$ cat src/rtl/core/oaht_pkg.sv
// Shared types, codes and constants for the open-addressing hash table core.
// No dependencies; every other file of the core imports this package.
package oaht_pkg;

	localparam int TS_W     = 7;
	localparam int KEY_W    = 64;
	localparam int HASH_W   = 32;
	localparam int VAL_W    = 32;
	localparam int OP_W     = 2;
	localparam int ST_W     = 2;

	localparam int DEF_TABLE_DEPTH = 64;
	localparam int DEF_KEY_BYTES   = 8;

	localparam logic [TS_W-1:0] TABLE_SIZE_RST = 7'd64;

	localparam int HASH_SHIFT     = 2;
	localparam int DIV_RADIX_BITS = 4;
	localparam int DIV_STEPS      = HASH_W / DIV_RADIX_BITS;

	localparam logic [OP_W-1:0] OP_ADD    = 2'd0;
	localparam logic [OP_W-1:0] OP_GET    = 2'd1;
	localparam logic [OP_W-1:0] OP_REMOVE = 2'd2;
	localparam logic [OP_W-1:0] OP_CLEAR  = 2'd3;

	localparam logic [ST_W-1:0] ST_EMPTY   = 2'd0;
	localparam logic [ST_W-1:0] ST_SET     = 2'd1;
	localparam logic [ST_W-1:0] ST_DELETED = 2'd2;

	typedef struct packed {
		logic [OP_W-1:0] op;
		logic            zero_key;
	} req_ctl_t;

	function automatic int idx_w(input int depth);
		return (depth > 1) ? $clog2(depth) : 1;
	endfunction

	function automatic int cnt_w(input int depth);
		return ($clog2(depth + 1) > TS_W) ? $clog2(depth + 1) : TS_W;
	endfunction

endpackage

$ cat src/rtl/core/oaht_queue.sv
// Two-entry queue between the front end and the probe engine.
// Uses oaht_pkg only for the shared style; payload is a plain vector.
module oaht_queue import oaht_pkg::*; #(
	parameter int W = 8
) (
	input  logic         clk,
	input  logic         arst_n,
	input  logic         push,
	input  logic [W-1:0] wdata,
	output logic         room,
	input  logic         pop,
	output logic         nonempty,
	output logic [W-1:0] rdata
);

	logic [W-1:0] ent_q [2];
	logic         wp_q;
	logic         rp_q;
	logic [1:0]   cnt_q;

	assign room     = (cnt_q != 2'd2);
	assign nonempty = (cnt_q != 2'd0);
	assign rdata    = ent_q[rp_q];

	always_ff @(posedge clk or negedge arst_n) begin
		if (!arst_n) begin
			wp_q  <= 1'b0;
			rp_q  <= 1'b0;
			cnt_q <= 2'd0;
		end else begin
			if (push) begin
				wp_q <= !wp_q;
			end
			if (pop) begin
				rp_q <= !rp_q;
			end
			unique case ({push, pop})
				2'b10:   cnt_q <= cnt_q + 2'd1;
				2'b01:   cnt_q <= cnt_q - 2'd1;
				default: cnt_q <= cnt_q;
			endcase
		end
	end

	always_ff @(posedge clk) begin
		if (push) begin
			ent_q[wp_q] <= wdata;
		end
	end

endmodule

$ cat config.mk
export PLATFORM = sky130hd
export DESIGN_NAME = oaht_queue
export DESIGN_NICKNAME = d
export VERILOG_FILES = /design/src/rtl/core/oaht_pkg.sv /design/src/rtl/core/oaht_queue.sv
export SDC_FILE = /design/constraint.sdc
export NUM_CORES = 1
export LEC_CHECK = 0
export ABC_AREA = 0
export ABC_CLOCK_PERIOD_IN_PS = 2700
export BUFFER_PORTS_ARGS = -buffer_cell sky130_fd_sc_hd__buf_2
export CAP_MARGIN = 5
export CORE_MARGIN = 1
export CORE_UTILIZATION = 45
export DETAILED_ROUTE_END_ITERATION = 7
export HOLD_SLACK_MARGIN = 0.03
export PLACE_DENSITY = 0.71
export SYNTH_ARGS = -nofsm -noshare
export SYNTH_HDL_FRONTEND = slang
export SYNTH_SLANG_ARGS = --single-unit
$ cat constraint.sdc
create_clock -name clk -period 2.7 [get_ports clk]
set_input_delay 0.405 -clock clk [delete_from_list [all_inputs] [get_ports clk]]
set_output_delay 0.405 -clock clk [all_outputs]
set_load 0.1 [all_outputs]
* Yosys cells after proc, flatten, opt, wreduce, memory -nomap -nowiden
Memory sizes are Yosys's and may differ from the RTL's.
Cells that the tools add are included.
** Storage, ports and cells
- Flip-flop bits (word level) :: 4
- Memory bits (writable) :: 16
- Input port bits :: 12
- Output and inout bits :: 10
- Word-level logic and storage cells :: 16
- Memories kept :: 1
** Memories
- ent_q :: depth 2, width 8, rd ports 1, clocked after memory_dff 0, wr ports 1, line oaht_queue.sv:16 : logic [W-1:0] ent_q [2];
** Operators by class
- $add $sub $neg :: 2
- Equality and inequality tests :: 3
- Multiplexer cells :: 3
- Reductions and logical operators :: 4
** Operators by type and width (count)
- $pmux W2 S2 :: 1
- $reduce_bool A2 Y1 :: 2
- $add A2 B1 Y2 const B :: 1
- $eq A2 B1 Y1 const B :: 1
- $eq A2 B2 Y1 const B :: 1
- $logic_not A1 Y1 :: 2
- $mux W1 :: 2
- $ne A2 B2 Y1 const B :: 1
- $sub A2 B1 Y2 const B :: 1

* Logic depth before layout (Yosys ltp)
Gate-level depths: netlist of the first run.
- Depth in word-level cells :: 2
- Depth in mapped cells :: 5
- Gate-level depth less buffers :: 5

* Least setup slack after synthesis of the first run
No wires, ideal clock.
- Path kind :: register to output
- From :: register rp_q
- To :: output port rdata[0]
- Arrival :: 1291 ps
- Required time :: 2295 ps
- Slack :: 1004 ps
- Cell stages (with the launch flop) :: 3
- Buffers on the path :: 1
- Cells stage by stage :: dfrtp_1 > buf_2 > mux2_1
** Between the ends
- Longest elaborated chain between the ends :: 1
** Ends and longest elaborated chain
- start: declaration :: line oaht_queue.sv:18 : logic rp_q;
- start signal: assignment :: line oaht_queue.sv:35 : rp_q <= !rp_q;
- $mem_v2 Z2 W8
- end: declaration :: line oaht_queue.sv:13 : output logic [W-1:0] rdata
Every way passes these cells.

* Worst setup path in the final report of the first run
- From :: register rp_q
- To :: output port rdata[4]
The elaborated chain is that of the path after synthesis.

==> results of run 1 <==
-- area by class of cell --
class / count / area (um^2)
flip-flops and latches: 20 / 580.6
fillers: 127 / 613.1
multi-input cells: 19 / 172.7
clock buffers: 4 / 36.28
well taps: 16 / 20.02
inverters: 1 / 3.754
repair buffers: 22 / 115.1
-- metrics by stage --
step	instances	util	worst slack, ps	hold slack [ps]	instance area [um^2]
after floorplan	41	-	1004	109.4	762.0
after global placement	77	0.5722	1092	217.3	882.1
after detailed placement	77	0.5722	1062	215.7	882.1
after CTS	82	0.6023	713.0	285.3	928.4
after global routing	82	0.6023	660.1	258.3	928.4
final	82	0.6023	750.9	295.3	928.4
-- layer usage --
metal,up-vias,GRT usage
met5,-,0
met4,0,0.07273
met3,2,0.06383
met2,15,0.2239
met1,205,0.1461
li1,197,-
-- placed cells by master, fill, tap and decap left out --
cell type       n
buf_2          21
edfxtp_1       16
mux2_1          8
dfrtp_1         4
xor2_1          3
clkbuf_4        3
nor2_1          2
xnor2_1         2
or2_1           1
inv_1           1
nand2b_1        1
and2_1          1
ha_1            1
clkbuf_8        1
dlygate4sd3_1   1
-- path summary, 6_finish.rpt --
path                         from          end  slack (ps)  depth (start not counted)
setup / recovery             rp_q     rdata[4]         750                          2
hold / removal                pop         rp_q         300                          2
setup reg to reg             wp_q  ent_q[0][5]        1400                          1
hold reg to reg              wp_q         wp_q         500                          1
max in group asynchronous  arst_n         rp_q        2150                          2
min in group asynchronous  arst_n     cnt_q[0]         430                          2
-- logic make-up (layout without fill, tap and decap cells) --
logic type | after synthesis | count (layout) | share of synthesized area
xor+xnor | 5 | 5 | 0.05748
mux | 8 | 8 | 0.1182
fa+ha+maj | 1 | 1 | 0.01642
flops | 20 | 20 | 0.7619
buf+inv | 2 | 27 | 0.01148
simple gates | 5 | 5 | 0.03450
-- repair_timing --
action / in CTS / in global routing
hold buffers: 1 / 0
setup buffers: 0 / 0
endpoints found under the hold margin: 4 / 0
-- registers in the layout, summed over array words and instances, names as in the netlist --
| register | flops |
|---|---|
| cnt_q | 2 |
| ent_q | 16 |
| rp_q | 1 |
| wp_q | 1 |
-- worst max-delay path, stage by stage (launching register included) --
cell and delay, ps:
dfrtp_1 580, mux2_1 370, buf_2 300
==> flow_metrics.py, run 1 <==
metrics = {
    "worst_setup_path": {
        "worstPathRequired_ps": 2300,
        "cp_max_fo": 9,
        "cp_data_arrival_time_ps": 1540,
        "start_kind": "register",
        "setup.worst_path.class": "register to output port",
        "crit_path_end_kind": "output port",
    },
    "timing": {
        "fmax_mhz": 513.1,
        "fin_skew_ps": 3.327,
        "period_share": 0.7219,
        "rsz0062_at_grt": "false",
        "worst_slew_pin_slew_ps": 658.1,
        "hold_violations": 0,
        "finalSetupViolations": 0,
        "period_minus_slack_ps": 1949,
        "max_slew_margin": 0.5596,
        "slew_violations": 0,
        "fin_tns_setup_ps": 0,
    },
    "route": {
        "top_layer": "met4",
        "wire_per_inst_um": 12.65,
        "vias": 419,
        "ant_nets": 0,
        "wl_met3_um": 50,
        "dr.pass1.iters": 4,
        "drc_errors": 0,
        "routed_wl_um": 1037,
        "drt-initial-drc-count": 4,
        "route.layer.met1.wl_um": 427,
        "drt-vias-per-instance": 5.110,
        "met2_length_um": 553,
    },
    "synthesis": {
        "ys_warn_count": 0,
        "ys_seq_elements": 20,
        "synth_edf_count": 16,
        "synthTopCellsByCount": "edfxtp_1, mux2_1, dfrtp_1, xor2_1",
        "yosys.area.top_type_share": 0.6305,
        "synth_area_leaders": "edfxtp_1, dfrtp_1, mux2_1",
        "syn_area_per_cell_um2": 18.58,
        "synth.largest_area_cell": "edfxtp_1",
        "ys_seq_area_frac": 0.7619,
        "synth_fp_nets": 54,
        "synth_flop_cell": "edfxtp_1",
        "synthCells": 41,
        "async_reset_ff_frac": 0.2000,
        "syn_area_um2": 762.0,
        "synth.most_common_cell": "edfxtp_1",
        "synth.distinct_cells": 12,
    },
    "floorplanning": {
        "die_h_um": 43.15,
        "fp.dieW_um": 43.15,
        "core_area_mm2": 0.001541,
        "ios": 22,
        "die-area_mm2": 0.001862,
        "rows": 14,
        "start_util": 0.4943,
    },
    "layout": {
        "drive_above_1_share": 0.3788,
        "diodes": 0,
        "area_growth_pct": 21.84,
        "layout.nets": 80,
    },
    "flow_run": {
        "cap_violations": 0,
    },
    "cts": {
        "worstSkewPairLatency_ps": 290,
        "cts-resized-gates": 0,
        "cts_tree": "yes",
        "clock-sinks": 20,
        "htree_levels": 1,
        "numCtsBuffers": 3,
        "ctsRootBufferMaster": "clkbuf_4",
        "clk_pin_slew_worst_paths_ps": 110,
        "clock_path_buffers": 2,
    },
    "grt": {
        "grt_usage": 0.1373,
        "grt_max_degree": 12,
        "gr-total-overflow": 0,
        "grt_pass1_vias": 411,
        "antenna_found_initial": 0,
        "grt_pass1_wl_um": 1745,
    },
    "run_status": {
        "outcome": "finished clean",
    },
    "placed_design": {
        "gp_congestion": 0.6541,
        "io_buffers": 21,
    },
    "hold_path": {
        "hold_class": "primary input to register",
    },
}
Power of run 1 is not shown: default switching activity piles up to over one toggle a cycle in this logic, so the estimate is an artifact.
==> run 2: changes to the inputs <==
- ABC_CLOCK_PERIOD_IN_PS: 2700 -> 2000
- clock period: 2.7 -> 2 ns (I/O delays scaled with it)
==> flow_metrics.py, run 2 (synthesized netlist as in run 1, its figures left out) <==
metrics = {
    "grt": {
        "use_met3": 0.02553,
        "grt_pass1_wl_um": 1669,
        "grt_max_degree": 12,
        "antenna_found_initial": 0,
        "grt.busiest_layer": "met2",
        "grt_usage": 0.1285,
        "grtUsageMet1": 0.1379,
        "gr-usage-met2": 0.2299,
        "grt_pass1_vias": 400,
        "gr-total-overflow": 0,
    },
    "layout": {
        "layout.nets": 81,
        "regArea_um2": 580.6,
        "layout_commonest_cell": "buf_2",
        "drive_above_1_share": 0.3881,
        "layout_common_cells": "buf_2, edfxtp_1, mux2_1",
        "nFillCells": 123,
        "top_regs": "ent_q: 16 flops, cnt_q: 2 flops",
        "multiInputGateArea_um2": 172.7,
        "largest_reg_flops": 16,
        "diodes": 0,
        "regMostFlops": "ent_q",
        "area_growth_pct": 22.82,
    },
    "timing": {
        "fin_tns_setup_ps": 0,
        "worst_slew_pin_slew_ps": 488.1,
        "fin_skew_ps": 3.932,
        "max_slew_margin": 0.6768,
        "slew_violations": 0,
        "fmax_mhz": 544.2,
        "period_share": 0.9187,
        "rsz0062_at_grt": "false",
        "hold_violations": 0,
        "period_minus_slack_ps": 1837,
        "finalSetupViolations": 0,
    },
    "placed_design": {
        "dp_hpwl_um": 778.9,
        "io_buffers": 21,
        "gp_congestion": 0.6394,
    },
    "cts": {
        "post_cts_buffers": 0,
        "htree_levels": 1,
        "clock_path_buffers": 2,
        "clk_pin_slew_worst_paths_ps": 100,
        "ctsRootBufferMaster": "clkbuf_4",
        "cts_tree": "yes",
        "worstSkewPairLatency_ps": 290,
        "cts-resized-gates": 0,
        "clock-sinks": 20,
        "numCtsBuffers": 3,
    },
    "floorplanning": {
        "die-area_mm2": 0.001862,
        "ios": 22,
        "core_area_mm2": 0.001541,
        "fp.dieW_um": 43.15,
        "die_h_um": 43.15,
        "start_util": 0.4943,
        "rows": 14,
    },
    "worst_setup_path": {
        "cpLargestDelayFamily": "flip-flops",
        "reg2reg_to": "ent_q[1][5]",
        "rrSetupSlack_ps": 900,
        "cp_data_arrival_time_ps": 1540,
        "crit_path_end_kind": "output port",
        "start_kind": "register",
        "worstPathRequired_ps": 1700,
        "cp_max_fo": 9,
        "setup.worst_path.class": "register to output port",
        "critPathMaxStageDelay_ps": 590,
        "ff2ff_path_depth": 1,
        "crit_chain": "mux2_1, buf_2",
        "r2r_start": "wp_q",
        "path_buf_inv": 1,
        "slowest_stage": "dfrtp_1",
    },
    "hold_path": {
        "hold_class": "primary input to register",
        "min_path_cells": 1,
        "hold_end": "ent_q[0][7]",
        "hp-start": "wdata[7]",
    },
    "route": {
        "routed_wl_um": 1029,
        "drt-vias-per-instance": 4.916,
        "vias": 408,
        "drc_errors": 0,
        "ant_nets": 0,
        "dr.pass1.iters": 2,
        "wire_per_inst_um": 12.40,
        "drt-initial-drc-count": 3,
    },
    "flow_run": {
        "cap_violations": 0,
    },
    "run_status": {
        "outcome": "finished clean",
    },
}
## run 2: changes by cell type in the layout (fill, tap and decap cells not counted)
cell / previous run / this run
buf_4: 0 / 1
## run 2: how the worst max path moves through the flow
stage          from        to  cells after the start
6_report       rp_q  rdata[4]                      2
5_1_grt        rp_q  rdata[3]                      2
4_1_cts        rp_q  rdata[3]                      2
3_5_place_dp   rp_q  rdata[3]                      2
3_3_place_gp   rp_q  rdata[3]                      2
2_1_floorplan  rp_q  rdata[0]                      2
## run 2: routing by layer
metal	up-vias	share of wire
met5	-	0
met2	11	0.53
met3	2	0.032
li1	201	-
met4	0	0.0058
met1	194	0.43
## run 2: through the flow
| stage | worst slack, ps | utilization | hold slack (ps) | cell area, um^2 | instances |
|---|---|---|---|---|---|
| global placement | 497.0 | 0.5771 | 112.6 | 889.6 | 78 |
| finish | 162.5 | 0.6071 | 195.1 | 935.9 | 83 |
| detailed placement | 465.3 | 0.5771 | 110.2 | 889.6 | 78 |
| CTS | 124.0 | 0.6071 | 182.3 | 935.9 | 83 |
| floorplan | 408.8 | - | 4.409 | 762.0 | 41 |
| global route | 68.14 | 0.6071 | 174.7 | 935.9 | 83 |
## run 2: area by class of cell
cell class,count,area share
repair buffers,23,0.1310
clock buffers,4,0.03877
multi-input cells,19,0.1845
inverters,1,0.004011
flip-flops and latches,20,0.6203
well taps,16,0.02139
## run 2: what timing repair did
action,4_1_cts,5_1_grt
hold buffers,1,0
setup endpoints to repair,0,0
hold endpoints to repair,4,0
Power of run 2 is left out for the same reason.
==> run 3: changes to the inputs <==
- CORE_ASPECT_RATIO: unset -> 0.9
==> flow_metrics.py, run 3 (synthesized netlist as in run 1, its figures left out) <==
metrics = {
    "cts": {
        "clock-sinks": 20,
        "cts-resized-gates": 0,
        "ctsRootBufferMaster": "clkbuf_4",
        "cts_tree": "yes",
        "numCtsBuffers": 3,
        "htree_levels": 1,
        "clk_pin_slew_worst_paths_ps": 110,
        "post_cts_buffers": 0,
        "clock_path_buffers": 2,
        "worstSkewPairLatency_ps": 290,
    },
    "timing": {
        "period_share": 0.9167,
        "fin_tns_setup_ps": 0,
        "slew_violations": 0,
        "fin_skew_ps": 3.715,
        "hold_violations": 0,
        "fmax_mhz": 545.4,
        "finalSetupViolations": 0,
        "rsz0062_at_grt": "false",
        "period_minus_slack_ps": 1833,
        "max_slew_margin": 0.6777,
        "worst_slew_pin_slew_ps": 486.8,
    },
    "hold_path": {
        "hp-start": "wdata[4]",
        "hold_class": "primary input to register",
        "min_path_cells": 1,
        "hold_end": "ent_q[0][4]",
    },
    "route": {
        "drt-initial-drc-count": 2,
        "drc_errors": 0,
        "vias": 404,
        "ant_nets": 0,
        "dr.pass1.iters": 2,
        "drt-vias-per-instance": 4.539,
        "routed_wl_um": 1088,
        "wire_per_inst_um": 12.22,
    },
    "floorplanning": {
        "fp.dieW_um": 45.38,
        "core_area_mm2": 0.001513,
        "rows": 13,
        "die_h_um": 41.04,
        "start_util": 0.5037,
        "die-area_mm2": 0.001862,
        "ios": 22,
    },
    "layout": {
        "layout.nets": 81,
        "final_cell_area_um2": 943.4,
        "fin_util": 0.6237,
        "drive_above_1_share": 0.3881,
        "area_growth_pct": 23.81,
        "final_cells": 89,
        "diodes": 0,
        "largest_reg_flops": 16,
        "layout_commonest_cell": "buf_2",
        "regMostFlops": "ent_q",
        "top_regs": "ent_q: 16 flops, cnt_q: 2 flops",
        "layout_common_cells": "buf_2, edfxtp_1, mux2_1",
    },
    "run_status": {
        "outcome": "finished clean",
    },
    "placed_design": {
        "dp_cells": 84,
        "gp_congestion": 0.6051,
        "io_buffers": 21,
        "dpl-instance-area_um2": 897.1,
    },
    "grt": {
        "grt_pass1_wl_um": 1593,
        "grt_max_degree": 12,
        "grt_pass1_vias": 361,
        "gr-total-overflow": 0,
        "antenna_found_initial": 0,
        "grt_usage": 0.1354,
    },
    "worst_setup_path": {
        "rrSetupSlack_ps": 700,
        "ff2ff_path_depth": 2,
        "reg2reg_to": "ent_q[0][3]",
        "start_kind": "register",
        "worstPathRequired_ps": 1700,
        "cp_max_fo": 9,
        "crit_path_end_kind": "output port",
        "r2r_start": "wp_q",
        "setup.worst_path.class": "register to output port",
        "cp_data_arrival_time_ps": 1530,
    },
    "flow_run": {
        "cap_violations": 0,
    },
}
-- run 3: cell counts in the layout (fill, tap and decap cells not counted) --
Identical to the previous run, type by type.
-- run 3: layer usage --
| metal | vias to the layer above | wire length (um) | track usage |
|---|---|---|---|
| met5 | - | 0 | 0 |
| met4 | 0 | 4 | 0.06818 |
| met3 | 2 | 30 | 0.03965 |
| met2 | 11 | 538 | 0.2246 |
| li1 | 198 | - | - |
| met1 | 193 | 514 | 0.1638 |
-- run 3: final cells by class --
class                      instances  area, um^2
sequential                        20       580.6
fill                             128       569.3
multi-input combinational         19       172.7
timing repair buffer              23       122.6
clock buffer                       4       36.28
tap                               22       27.53
inverter                           1       3.754
-- run 3: per-stage QoR --
stage / setup slack [ps] / hold slack (ps)
4_1_cts: 129.8 / 183.3
6_report: 166.6 / 191.0
3_5_place_dp: 474.1 / 114.2
5_1_grt: 66.75 / 170.7
2_1_floorplan: 408.8 / 4.409
3_3_place_gp: 491.8 / 112.0
-- run 3: worst max path at each step --
stage / from / to / slack [ps] / depth (start not counted)
final: rp_q / rdata[7] / 170 / 2
after floorplan: rp_q / rdata[0] / 410 / 2
after global placement: rp_q / rdata[7] / 490 / 2
after global routing: rp_q / rdata[7] / 70 / 2
after detailed placement: rp_q / rdata[7] / 470 / 2
after CTS: rp_q / rdata[7] / 130 / 2
-- run 3: worst max-delay path, cell delays in order, from the launching register on --
cell,delay [ps]
dfrtp_1,580
mux2_1,360
buf_2,290
-- run 3: timing repair --
item	4_1_cts	5_1_grt
endpoints found under the setup margin	0	0
hold buffers	1	0
endpoints found under the hold margin	4	0
Power of run 3 is left out for the same reason.
